===== config.mk =====
export PLATFORM = sky130hd
export DESIGN_NAME = rtp_dtmf_packet_sequencer
export DESIGN_NICKNAME = d
export VERILOG_FILES = /design/src/rtl/core/rtpds_pkg.sv /design/src/rtl/core/rtp_dtmf_packet_sequencer.sv /design/src/rtl/core/rtpds_ram.sv
export SDC_FILE = /design/constraint.sdc
export NUM_CORES = 1
export LEC_CHECK = 0
export BUFFER_PORTS_ARGS = -buffer_cell sky130_fd_sc_hd__buf_4
export CAP_MARGIN = 10
export CORE_UTILIZATION = 45
export CTS_CLUSTER_SIZE = 24
export DETAILED_ROUTE_END_ITERATION = 10
export SLEW_MARGIN = 10
export SYNTH_ARGS = -nofsm -noshare
export SYNTH_HDL_FRONTEND = slang
export SYNTH_SLANG_ARGS = --single-unit

===== constraint.sdc =====
create_clock -name clock -period 4.1 [get_ports clock]
set_clock_uncertainty 0.05 [all_clocks]
set_input_delay 0 -clock clock [delete_from_list [all_inputs] [get_ports clock]]
set_output_delay 0 -clock clock [all_outputs]
set_load 0.02 [all_outputs]

===== src/rtl/core/rtpds_pkg.sv =====
// Shared types and constants for the RTP DTMF packet sequencer.
`timescale 1ns / 1ps

package rtpds_pkg;

   // Request operation carried in req_tuser
   typedef enum logic [1:0] {
      OP_TICK    = 2'd0,
      OP_PUSH    = 2'd1,
      OP_RESTART = 2'd2
   } op_type;

   // Response kind carried in rsp_tuser
   typedef enum logic [1:0] {
      KIND_AUDIO  = 2'd0,
      KIND_EVENT  = 2'd1,
      KIND_REJECT = 2'd2
   } kind_type;

   // Configuration register indexes
   localparam int CSR_IDX_W = 3;
   localparam logic [CSR_IDX_W-1:0] CSR_PEER_KNOWN    = 3'd0;
   localparam logic [CSR_IDX_W-1:0] CSR_SYNC_SOURCE   = 3'd1;
   localparam logic [CSR_IDX_W-1:0] CSR_EVENT_PT      = 3'd2;
   localparam logic [CSR_IDX_W-1:0] CSR_INIT_SEQUENCE = 3'd3;
   localparam logic [CSR_IDX_W-1:0] CSR_INIT_TSTAMP   = 3'd4;

   localparam int CSR_DATA_W = 32;

   // Field widths
   localparam int PT_W    = 7;
   localparam int SEQ_W   = 16;
   localparam int TS_W    = 32;
   localparam int EV_W    = 8;
   localparam int VOL_W   = 6;
   localparam int DUR_W   = 11;
   localparam int PD_W    = 4;   // packets-per-digit count, up to 15
   localparam int DUR_P_W = 15;  // unsaturated duration product

   localparam logic [PT_W-1:0]  PT_RESET     = 7'd101;
   localparam logic [PT_W-1:0]  PT_PCMU      = 7'd0;
   localparam logic [VOL_W-1:0] EVENT_VOLUME = 6'd10;
   localparam logic [DUR_W-1:0] DURATION_MAX = 11'd2047;

   localparam int IN_TDATA_W  = 8;
   localparam int OUT_TDATA_W = 88;

   // Result fields as delivered on the response channel
   typedef struct packed {
      kind_type          kind;
      logic              marker;
      logic [PT_W-1:0]   payload_type;
      logic [SEQ_W-1:0]  sequence_number;
      logic [TS_W-1:0]   timestamp;
      logic [EV_W-1:0]   dtmf_event;
      logic              end_flag;
      logic [VOL_W-1:0]  volume;
      logic [DUR_W-1:0]  duration;
   } rsp_type;

   // Decision stage: event code still to come from the queue memory
   typedef struct packed {
      kind_type          kind;
      logic              marker;
      logic [PT_W-1:0]   payload_type;
      logic [SEQ_W-1:0]  sequence_number;
      logic [TS_W-1:0]   timestamp;
      logic              end_flag;
      logic [VOL_W-1:0]  volume;
      logic [DUR_W-1:0]  duration;
      logic              new_digit;
   } dec_type;

endpackage


===== src/rtl/core/rtp_dtmf_packet_sequencer.sv =====
// Top level: RTP telephone-event packet sequencer with a DTMF digit queue.
`timescale 1ns / 1ps

// Channel  | Dir | Handshake           | Payload
// ---------+-----+---------------------+------------------------------------------
// req      | in  | req_tvalid/tready   | tuser: operation; tdata: digit_event
// rsp      | out | rsp_tvalid/tready   | tuser: packet_kind; tdata: packet header
//          |     |                     |   and event payload (see port comment)
// csr      | in  | csr_we              | csr_index, csr_wdata (write only)
//
// One request per cycle, unless a stalled response holds req_tready low. A
// request is decided in the cycle it is accepted; the registered queue memory
// read completes in the decision register, and the response register follows.
// The decision register doubles as a skid stage: one more request is taken
// while a response waits on rsp_tready. Synchronous reset clears control
// state; the queue memory is not cleared, only written entries are ever read.

module rtp_dtmf_packet_sequencer #(
   parameter int FRAME_SAMPLES     = 160,
   parameter int QUEUE_DEPTH       = 16,
   parameter int PACKETS_PER_DIGIT = 8,
   parameter int END_PACKETS       = 3
) (
   input  logic                                clock,
   input  logic                                reset,
   input  logic                                req_tvalid,
   output logic                                req_tready,
   input  logic [1:0]                          req_tuser,  // [1:0] operation
   input  logic [rtpds_pkg::IN_TDATA_W-1:0]    req_tdata,  // [7:0] digit_event
   output logic                                rsp_tvalid,
   input  logic                                rsp_tready,
   output logic [1:0]                          rsp_tuser,  // [1:0] packet_kind
   // [0] marker, [7:1] payload_type, [23:8] sequence_number,
   // [55:24] timestamp, [63:56] dtmf_event, [64] end_flag,
   // [70:65] volume, [81:71] duration, [87:82] zero
   output logic [rtpds_pkg::OUT_TDATA_W-1:0]   rsp_tdata,
   input  logic                                csr_we,
   input  logic [rtpds_pkg::CSR_IDX_W-1:0]     csr_index,
   input  logic [rtpds_pkg::CSR_DATA_W-1:0]    csr_wdata
);

   import rtpds_pkg::*;

   localparam int AW = (QUEUE_DEPTH > 1) ? $clog2(QUEUE_DEPTH) : 1;
   localparam int CW = $clog2(QUEUE_DEPTH + 1);
   localparam logic [CW-1:0]      QDEPTH    = CW'(QUEUE_DEPTH);
   localparam logic [PD_W-1:0]    PPD       = PD_W'(PACKETS_PER_DIGIT);
   localparam logic [PD_W-1:0]    END_START = PD_W'(PACKETS_PER_DIGIT - END_PACKETS);
   localparam logic [DUR_P_W-1:0] FRAME_P   = DUR_P_W'(FRAME_SAMPLES);
   localparam logic [TS_W-1:0]    FRAME_TS  = TS_W'(FRAME_SAMPLES);

   // configuration registers
   logic              peer_known_ff;
   logic [PT_W-1:0]   event_pt_ff;
   logic [SEQ_W-1:0]  init_seq_ff;
   logic [TS_W-1:0]   init_ts_ff;

   // sequencer state
   logic [SEQ_W-1:0]  next_seq_ff,      next_seq_in;
   logic [TS_W-1:0]   next_ts_ff,       next_ts_in;
   logic              audio_started_ff, audio_started_in;
   logic              digit_active_ff,  digit_active_in;
   logic [EV_W-1:0]   current_event_ff, current_event_in;
   logic [PD_W-1:0]   packets_done_ff,  packets_done_in;
   logic [TS_W-1:0]   digit_ts_ff,      digit_ts_in;
   logic [CW-1:0]     rd_idx_ff,        rd_idx_in;
   logic [CW-1:0]     q_len_ff,         q_len_in;

   // decision and response registers
   logic              dec_valid_ff, dec_valid_in;
   dec_type           dec_ff,       dec_in;
   logic              rsp_valid_ff, rsp_valid_in;
   rsp_type           rsp_ff,       rsp_in;

   // queue memory ports
   logic              q_we, q_re;
   logic [EV_W-1:0]   q_rdata;

   logic              accept, dec_advance, produce;
   op_type            op;
   logic              start, active;
   logic [PD_W-1:0]   pd, pd_inc;
   logic [TS_W-1:0]   dts;
   logic [CW-1:0]     rd_idx_next;
   logic [DUR_P_W-1:0] dur_full;

   assign op          = op_type'(req_tuser);
   assign dec_advance = dec_valid_ff && (!rsp_valid_ff || rsp_tready);
   assign req_tready  = !dec_valid_ff || dec_advance;
   assign accept      = req_tvalid && req_tready;

   // configuration writes; SSRC is accepted but not held here
   always_ff @(posedge clock) begin
      if (reset) begin
         peer_known_ff <= 1'b0;
         event_pt_ff   <= PT_RESET;
         init_seq_ff   <= '0;
         init_ts_ff    <= '0;
      end else if (csr_we) begin
         case (csr_index)
            CSR_PEER_KNOWN:    peer_known_ff <= csr_wdata[0];
            CSR_SYNC_SOURCE:   ;
            CSR_EVENT_PT:      event_pt_ff   <= csr_wdata[PT_W-1:0];
            CSR_INIT_SEQUENCE: init_seq_ff   <= csr_wdata[SEQ_W-1:0];
            CSR_INIT_TSTAMP:   init_ts_ff    <= csr_wdata[TS_W-1:0];
            default: ;
         endcase
      end
   end

   // per-tick digit bookkeeping
   assign start    = !digit_active_ff && (rd_idx_ff < q_len_ff);
   assign active   = digit_active_ff || start;
   assign pd       = start ? '0 : packets_done_ff;
   assign pd_inc   = pd + 1'b1;
   assign dts      = start ? next_ts_ff : digit_ts_ff;
   assign dur_full = DUR_P_W'(pd_inc) * FRAME_P;
   assign rd_idx_next = start ? rd_idx_ff + 1'b1 : rd_idx_ff;

   // decision: state update and header fields for an accepted request
   always_comb begin
      next_seq_in      = next_seq_ff;
      next_ts_in       = next_ts_ff;
      audio_started_in = audio_started_ff;
      digit_active_in  = digit_active_ff;
      packets_done_in  = packets_done_ff;
      digit_ts_in      = digit_ts_ff;
      rd_idx_in        = rd_idx_ff;
      q_len_in         = q_len_ff;
      q_we             = 1'b0;
      q_re             = 1'b0;
      produce          = 1'b0;
      dec_in           = '0;
      dec_in.kind      = KIND_AUDIO;

      if (accept) begin
         case (op)
            OP_TICK: begin
               if (peer_known_ff) begin
                  produce         = 1'b1;
                  next_seq_in     = next_seq_ff + 1'b1;
                  next_ts_in      = next_ts_ff + FRAME_TS;
                  dec_in.sequence_number = next_seq_ff;
                  if (active) begin
                     q_re                 = start;
                     dec_in.kind          = KIND_EVENT;
                     dec_in.marker        = (pd == '0);
                     dec_in.payload_type  = event_pt_ff;
                     dec_in.timestamp     = dts;
                     dec_in.end_flag      = (pd >= END_START);
                     dec_in.volume        = EVENT_VOLUME;
                     dec_in.duration      = (dur_full > DUR_P_W'(DURATION_MAX))
                                            ? DURATION_MAX : dur_full[DUR_W-1:0];
                     dec_in.new_digit     = start;
                     digit_ts_in          = dts;
                     packets_done_in      = pd_inc;
                     rd_idx_in            = rd_idx_next;
                     digit_active_in      = 1'b1;
                     if (pd_inc >= PPD) begin
                        digit_active_in = 1'b0;
                        // queue drained: rewind it
                        if (rd_idx_next >= q_len_ff) begin
                           q_len_in  = '0;
                           rd_idx_in = '0;
                        end
                     end
                  end else begin
                     dec_in.marker       = !audio_started_ff;
                     dec_in.payload_type = PT_PCMU;
                     dec_in.timestamp    = next_ts_ff;
                     audio_started_in    = 1'b1;
                  end
               end
            end
            OP_PUSH: begin
               if (q_len_ff >= QDEPTH) begin
                  produce     = 1'b1;
                  dec_in.kind = KIND_REJECT;
               end else begin
                  q_we     = 1'b1;
                  q_len_in = q_len_ff + 1'b1;
               end
            end
            OP_RESTART: begin
               next_seq_in      = init_seq_ff;
               next_ts_in       = init_ts_ff;
               q_len_in         = '0;
               rd_idx_in        = '0;
               digit_active_in  = 1'b0;
               packets_done_in  = '0;
               audio_started_in = 1'b0;
            end
            default: ;
         endcase
      end
   end

   rtpds_ram #(
      .WIDTH (EV_W),
      .DEPTH (QUEUE_DEPTH)
   ) u_queue (
      .clock (clock),
      .we    (q_we),
      .waddr (q_len_ff[AW-1:0]),
      .wdata (req_tdata[EV_W-1:0]),
      .re    (q_re),
      .raddr (rd_idx_ff[AW-1:0]),
      .rdata (q_rdata)
   );

   // response: merge in the event code. The memory read data holds until the
   // next read, which only happens once this decision has moved on.
   always_comb begin
      dec_valid_in     = dec_valid_ff;
      rsp_valid_in     = rsp_valid_ff;
      current_event_in = current_event_ff;
      rsp_in           = rsp_ff;
      if (dec_advance) begin
         dec_valid_in = 1'b0;
      end
      if (accept && produce) begin
         dec_valid_in = 1'b1;
      end
      if (rsp_valid_ff && rsp_tready) begin
         rsp_valid_in = 1'b0;
      end
      if (dec_advance) begin
         rsp_valid_in           = 1'b1;
         rsp_in.kind            = dec_ff.kind;
         rsp_in.marker          = dec_ff.marker;
         rsp_in.payload_type    = dec_ff.payload_type;
         rsp_in.sequence_number = dec_ff.sequence_number;
         rsp_in.timestamp       = dec_ff.timestamp;
         rsp_in.end_flag        = dec_ff.end_flag;
         rsp_in.volume          = dec_ff.volume;
         rsp_in.duration        = dec_ff.duration;
         rsp_in.dtmf_event      = '0;
         if (dec_ff.new_digit) begin
            current_event_in  = q_rdata;
            rsp_in.dtmf_event = q_rdata;
         end else if (dec_ff.kind == KIND_EVENT) begin
            rsp_in.dtmf_event = current_event_ff;
         end
      end
   end

   always_ff @(posedge clock) begin
      if (reset) begin
         next_seq_ff      <= '0;
         next_ts_ff       <= '0;
         audio_started_ff <= 1'b0;
         digit_active_ff  <= 1'b0;
         current_event_ff <= '0;
         packets_done_ff  <= '0;
         digit_ts_ff      <= '0;
         rd_idx_ff        <= '0;
         q_len_ff         <= '0;
         dec_valid_ff     <= 1'b0;
         rsp_valid_ff     <= 1'b0;
      end else begin
         next_seq_ff      <= next_seq_in;
         next_ts_ff       <= next_ts_in;
         audio_started_ff <= audio_started_in;
         digit_active_ff  <= digit_active_in;
         current_event_ff <= current_event_in;
         packets_done_ff  <= packets_done_in;
         digit_ts_ff      <= digit_ts_in;
         rd_idx_ff        <= rd_idx_in;
         q_len_ff         <= q_len_in;
         dec_valid_ff     <= dec_valid_in;
         rsp_valid_ff     <= rsp_valid_in;
      end
   end

   // payload registers, no reset
   always_ff @(posedge clock) begin
      if (accept && produce) begin
         dec_ff <= dec_in;
      end
      rsp_ff <= rsp_in;
   end

   assign rsp_tvalid = rsp_valid_ff;
   assign rsp_tuser  = rsp_ff.kind;
   assign rsp_tdata  = {6'd0,
                        rsp_ff.duration,
                        rsp_ff.volume,
                        rsp_ff.end_flag,
                        rsp_ff.dtmf_event,
                        rsp_ff.timestamp,
                        rsp_ff.sequence_number,
                        rsp_ff.payload_type,
                        rsp_ff.marker};

endmodule


===== src/rtl/core/rtpds_ram.sv =====
// Generic single-port-write, single-port-read RAM with registered read.
`timescale 1ns / 1ps

module rtpds_ram #(
   parameter int WIDTH = 8,
   parameter int DEPTH = 16,
   localparam int AW = (DEPTH > 1) ? $clog2(DEPTH) : 1
) (
   input  logic             clock,
   input  logic             we,
   input  logic [AW-1:0]    waddr,
   input  logic [WIDTH-1:0] wdata,
   input  logic             re,
   input  logic [AW-1:0]    raddr,
   output logic [WIDTH-1:0] rdata
);

   logic [WIDTH-1:0] mem [DEPTH];
   logic [WIDTH-1:0] rdata_ff;

   always_ff @(posedge clock) begin
      if (we) begin
         mem[waddr] <= wdata;
      end
      if (re) begin
         rdata_ff <= mem[raddr];
      end
   end

   assign rdata = rdata_ff;

endmodule


# Word level (Yosys, flattened, before mapping)
# Memories as Yosys holds them, arrays and structs flattened. A register that Yosys moved wholly into a read port is not among the register bits.
# Cells that the tools add are included.
[classes]
n_eq_ne = 12
addsub = 5
mul = 1
magnitude_cmp = 6
n_mux = 55
reduce_logical = 30
[op_table]
columns = ["op", "n"]
rows = [
  ["32-bit two-way mux", 3],
  ["76-bit two-way mux", 1],
  ["32-bit one-hot mux with 2 select lines", 1],
  ["5-bit two-way mux", 10],
  ["32-bit by 8-bit adder with 32-bit output (second input constant)", 1],
  ["16-bit one-hot mux with 2 select lines", 1],
  ["8-bit two-way mux", 3],
  ["1-bit two-way mux", 22],
  ["19-bit two-way mux", 1],
  ["16-bit by 1-bit adder with 16-bit output (second input constant)", 1],
  ["16-bit two-way mux", 1],
  ["5-bit one-hot mux with 3 select lines", 1],
  ["12-bit by 11-bit > comparator with 1-bit output (second input constant)", 1],
  ["4-bit two-way mux", 3],
  ["2-bit != test (second input constant)", 6],
  ["4-bit AND reduction", 3],
  ["11-bit two-way mux", 1],
  ["5-bit by 1-bit adder with 5-bit output (second input constant)", 2],
  ["5-bit one-hot mux with 2 select lines", 1],
  ["2-bit AND reduction", 5],
  ["4-bit one-hot mux with 2 select lines", 1],
  ["4-bit by 3-bit multiplier with 7-bit output (second input constant)", 1],
  ["7-bit AND reduction", 1],
  ["3-bit by 2-bit equality test with 1-bit output (second input constant)", 2],
  ["21 further kinds", 36],
]
[word_totals]
in_bits = 50
memories = 1
ram_bits = 128
ff_bits = 323
wordCells = 143
output_inout_bits = 92
[mem_list]
columns = ["memory", "words", "width", "read_ports", "rd_clocked_by_memory_dff", "write_ports", "line_no", "text"]
rows = [
  ["u_queue.mem", 16, 8, 1, 1, 1, "rtpds_ram.sv:18", "logic [WIDTH-1:0] mem [DEPTH];"],
]

# Longest topological paths before layout
[depth]
word_depth = 10
ltp_mapped = 16
ltp_nobuf = 15

# Hierarchy
# A second synthesis with hierarchy kept.
[hier_totals]
hier_cells = 1481
area_unflattened_um2 = 17877.1
[by_module_without_submodules]
columns = ["module", "instances", "cells_each", "seq_area_each_um2", "area_per_inst_um2"]
rows = [
  ["rtp_dtmf_packet_sequencer", 1, 1252, 7537.2, 12649.6],
  ["rtpds_ram", 1, 229, 4083.9, 5227.5],
]

# Least setup slack after synthesis
# OpenSTA, ideal clock, no wires.
[synth_path]
path_kind = "reg-to-reg"
startpoint = "register q_len_ff[2]"
endpoint = "register dec_ff[11] (netlist name) (data pin)"
t_required_ns = 3.787
setup_slack_ns = 0.515
arrival_ns = 3.273
path_stages_with_launch = 16
synth_period_minus_slack_ns = 3.585
setup_ns = 0.263
n_path_buf = 1
cell_sequence = "dfxtp_1 > clkbuf_1 > inv_1 > ha_1 > a21oi_1 > o21ai_4 > a211o_1 > and2_1 > ha_1 > xnor2_1 > ha_1 > ha_1 > inv_1 > fa_1 > nor3_1 > a211oi_1"
[synth_between]
elab_chain_len = 7
elab_cells_between_ends = 9
classes_between = "1 x add/sub; 1 x mul; 2 x order compare; 2 x mux; 3 x reduce/logical"
[synth_lines]
columns = ["item", "line_no", "text"]
rows = [
  ["start: declaration", "rtp_dtmf_packet_sequencer.sv:67", "logic [CW-1:0] q_len_ff, q_len_in;"],
  ["start signal: assignment", "rtp_dtmf_packet_sequencer.sv:269", "q_len_ff <= q_len_in;"],
  ["5-bit less-than comparator *", "rtp_dtmf_packet_sequencer.sv:112", "assign start = !digit_active_ff && (rd_idx_ff < q_len_ff);"],
  ["1-bit logical AND *", "rtp_dtmf_packet_sequencer.sv:112", ""],
  ["4-bit two-way mux", "rtp_dtmf_packet_sequencer.sv:114", "assign pd = start ? '0 : packets_done_ff;"],
  ["4-bit by 1-bit adder with 4-bit output", "rtp_dtmf_packet_sequencer.sv:115", "assign pd_inc = pd + 1'b1;"],
  ["4-bit by 3-bit multiplier with 7-bit output", "rtp_dtmf_packet_sequencer.sv:117", "assign dur_full = DUR_P_W'(pd_inc) * FRAME_P;"],
  ["12-bit by 11-bit > comparator with 1-bit output", "rtp_dtmf_packet_sequencer.sv:152", "dec_in.duration = (dur_full > DUR_P_W'(DURATION_MAX))"],
  ["11-bit two-way mux", "rtp_dtmf_packet_sequencer.sv:153", "? DURATION_MAX : dur_full[DUR_W-1:0];"],
  ["end signal: assignment", "rtp_dtmf_packet_sequencer.sv:278", "dec_ff <= dec_in;"],
  ["end: declaration", "rtp_dtmf_packet_sequencer.sv:71", "dec_type dec_ff, dec_in;"],
]
# Mark *: on every way between the ends. The rest lies on a longest branch, timed or not.
# A chain may end at the register's enable or synchronous reset.

# Worst setup path in the final report
# Same ends and word-level chain as after synthesis.

==> metrics.yaml <==
outcome:
  outcome: "complete, no violations"
final_layout:
  design_area_um2: 21300
  fin_nets: 1690
  layout-drive-gt1-share: 0.181
  diodes: 0
  area_delta_synth_final_pct: 19.5
grt:
  grt_max_degree: 69
  overflow: 0
  grt_pass1_vias: 11500
  grt_use_total: 0.206
  grt_pass1_wl_um: 64800
  antenna_found_initial: 0
power_and_ir_drop:
  peakVddDrop_uv: 317
  power_density_nw_per_um2: 434
  p_leak_nw: 7.41
die:
  die_w_um: 201
  initial_core_util: 0.459
  rows: 72
  core_um2: 38900
  die_area_um2: 40500
  die_h_um: 201
  ios: 142
synth:
  synth_edf_count: 279
  ys_top_cells_by_count: "279 x edfxtp_1, 257 x nand2_1, 162 x dfxtp_1, 120 x a21oi_1, 115 x nor2_1"
  ys_seq_area_frac: 0.651
  yosysWarnings: 0
  async_flop_share: 0
  yosys.area.top_type: "edfxtp_1"
  netlist_instances: 1444
  yosysMostFrequentCell: "edfxtp_1"
  synth.area.top_cells: "edfxtp_1 47%, dfxtp_1 18%, nand2_1 5.4%"
  synth.ff_latch_count: 441
  synth_top_area_frac: 0.469
  synth.cell_area_um2: 17800
  synth.avg_cell_area_um2: 12.4
  netlist-cell-type-count: 76
  ys.flop_type: "edfxtp_1"
job:
  maxCapViolCount: 0
drt:
  wl_per_cell_um: 19.1
  ant_nets: 0
  vias_per_cell: 5.40
  drtPass1Iterations: 7
  vias: 11700
  drt_iter0_drc: 908
  drc: 0
  wirelength_um: 41400
clock_network:
  cts_buffer_depth: 3
  htree_levels: 2
  cts.sinks: 441
  cts_made_buffers: 45
  cts_setup_buffers: 0
  clk_pin_slew_ps: 70
  clock_latency_ps: 580
  clockRootBuffer: "clkbuf_16"
  cts_tree: "yes"
hold_path:
  hold_class: "input pin to register"
  worstHoldPathCells: 4
sta:
  finalCriticalPeriod_ps: 3730
  drv_slew: 0
  fin_setup_tns_ps: 0
  fmax_ghz: 0.268
  setup_viol_count_final: 0
  fin_crit_sh: 0.909
  tightestPinTransition_ps: 991
  slew_headroom: 0.339
  hold_viol: 0
  rsz0062_at_grt: "false"
  hold_slack_ps: 191
setup_path:
  crit_required_ps: 4350
  setup.worst_path.start_class: "register"
  worstPathArrival_ps: 3970
  cp-end-kind: "register"
  r2r_cells: 15
  cp_max_fo: 10
  critical_path_class: "register to register"
placed_design:
  place_area_um2: 19200
  hpwl_um: 25900
  gp_congestion: 0.803
  portBuffers: 131
final timing paths:
check	from	endpoint	slack, ps
hold / removal	csr_wdata[14]	init_seq_ff[14]	190
setup / recovery	q_len_ff[2]	dec_ff[11]	370
setup reg to reg	q_len_ff[2]	dec_ff[11]	370
hold reg to reg	dec_ff[40]	rsp_tdata[45]	370
state kept, by name, summed over array words and instances (netlist names), 4 cells and up, named ones only:
signal            cells
u_queue.rdata         8
rd_idx_ff             5
init_ts_ff           32
q_len_ff              5
next_seq_ff          16
current_event_ff      8
event_pt_ff           7
next_ts_ff           32
packets_done_ff       4
rsp_tdata            73
u_queue.mem         128
init_seq_ff          16
dec_ff               68
through the flow:
stage	cells	total power [mW]	setup WS, ps	util
2_1_floorplan	1453	5.09	515	-
6_report	2169	9.24	373	0.548
3_5_place_dp	2024	5.23	206	0.494
5_1_grt	2169	9.52	133	0.548
3_3_place_gp	2024	5.23	349	0.494
4_1_cts	2169	9.33	126	0.548
where the power goes:
part | switching (mW) | internal (mW)
Sequential | 0.0368 | 4.76
Clock | 1.72 | 2.34
Combinational | 0.241 | 0.147
timing repair:
item | 4_1_cts | 5_1_grt
resized for setup | 0 | 3
hold buffers | 63 | 0
hold endpoints to repair | 214 | 0
setup endpoints to repair | 0 | 6
layout by cell type, fill, tap and decap left out, drive strengths merged, types with 13 or more instances in the layout:
master,netlist,final
edfxtp,279,279
nand2,259,259
dfxtp,162,162
buf,43,155
a21oi,121,121
nor2,117,117
dlygate4sd3,0,63
clkbuf,59,57
mux2i,47,47
mux4,40,40
o21ai,40,40
and3,36,36
nand3,28,28
inv,25,28
ha,23,23
a211oi,18,18
clkinv,0,16
a311oi,14,14
nor3,13,13
area by class of cell:
type                       count  area, um2
fill                        3308      17600
sequential                   441      11600
timing repair buffer         218       1790
multi-input combinational    885       5710
inverter                      25       93.8
tap                          518        648
clock inverter                25        250
clock buffer                  57       1200
cell families (layout without fill, tap and decap cells):
| family | count (synthesis) | count (layout) | synth area share |
|---|---|---|---|
| buffers and inverters | 127 | 325 | 0.0324 |
| AOI/OAI and AO/OA | 259 | 259 | 0.0923 |
| DFF | 441 | 441 | 0.651 |
| adders and majority gates | 24 | 24 | 0.0172 |
| xor gates and xnor gates | 6 | 6 | 0.00294 |
| other | 1 | 10 | 0.000210 |
| and+or+nand+nor | 499 | 499 | 0.127 |
| muxes | 87 | 87 | 0.0768 |
worst max-delay path: stages, from the launching register on:
cell,delay [ps]
dfxtp_2,430
inv_1,150
ha_1,320
a21oi_1,220
o21ai_4,130
a211o_1,360
nand2_1,160
inv_1,80
ha_1,210
xnor2_2,250
ha_1,200
ha_1,160
inv_1,50
fa_1,380
nor3_1,210
a211oi_1,70
metal layers:
layer / routed length [um] / GRT usage / vias to the layer above
met1: 19400 / 0.289 / 5698
met5: 0 / 0 / -
met2: 18600 / 0.320 / 348
met3: 2220 / 0.0374 / 77
met4: 1150 / 0.0755 / 0
li1: - / - / 5593
Power figures use the tool's default switching activity.
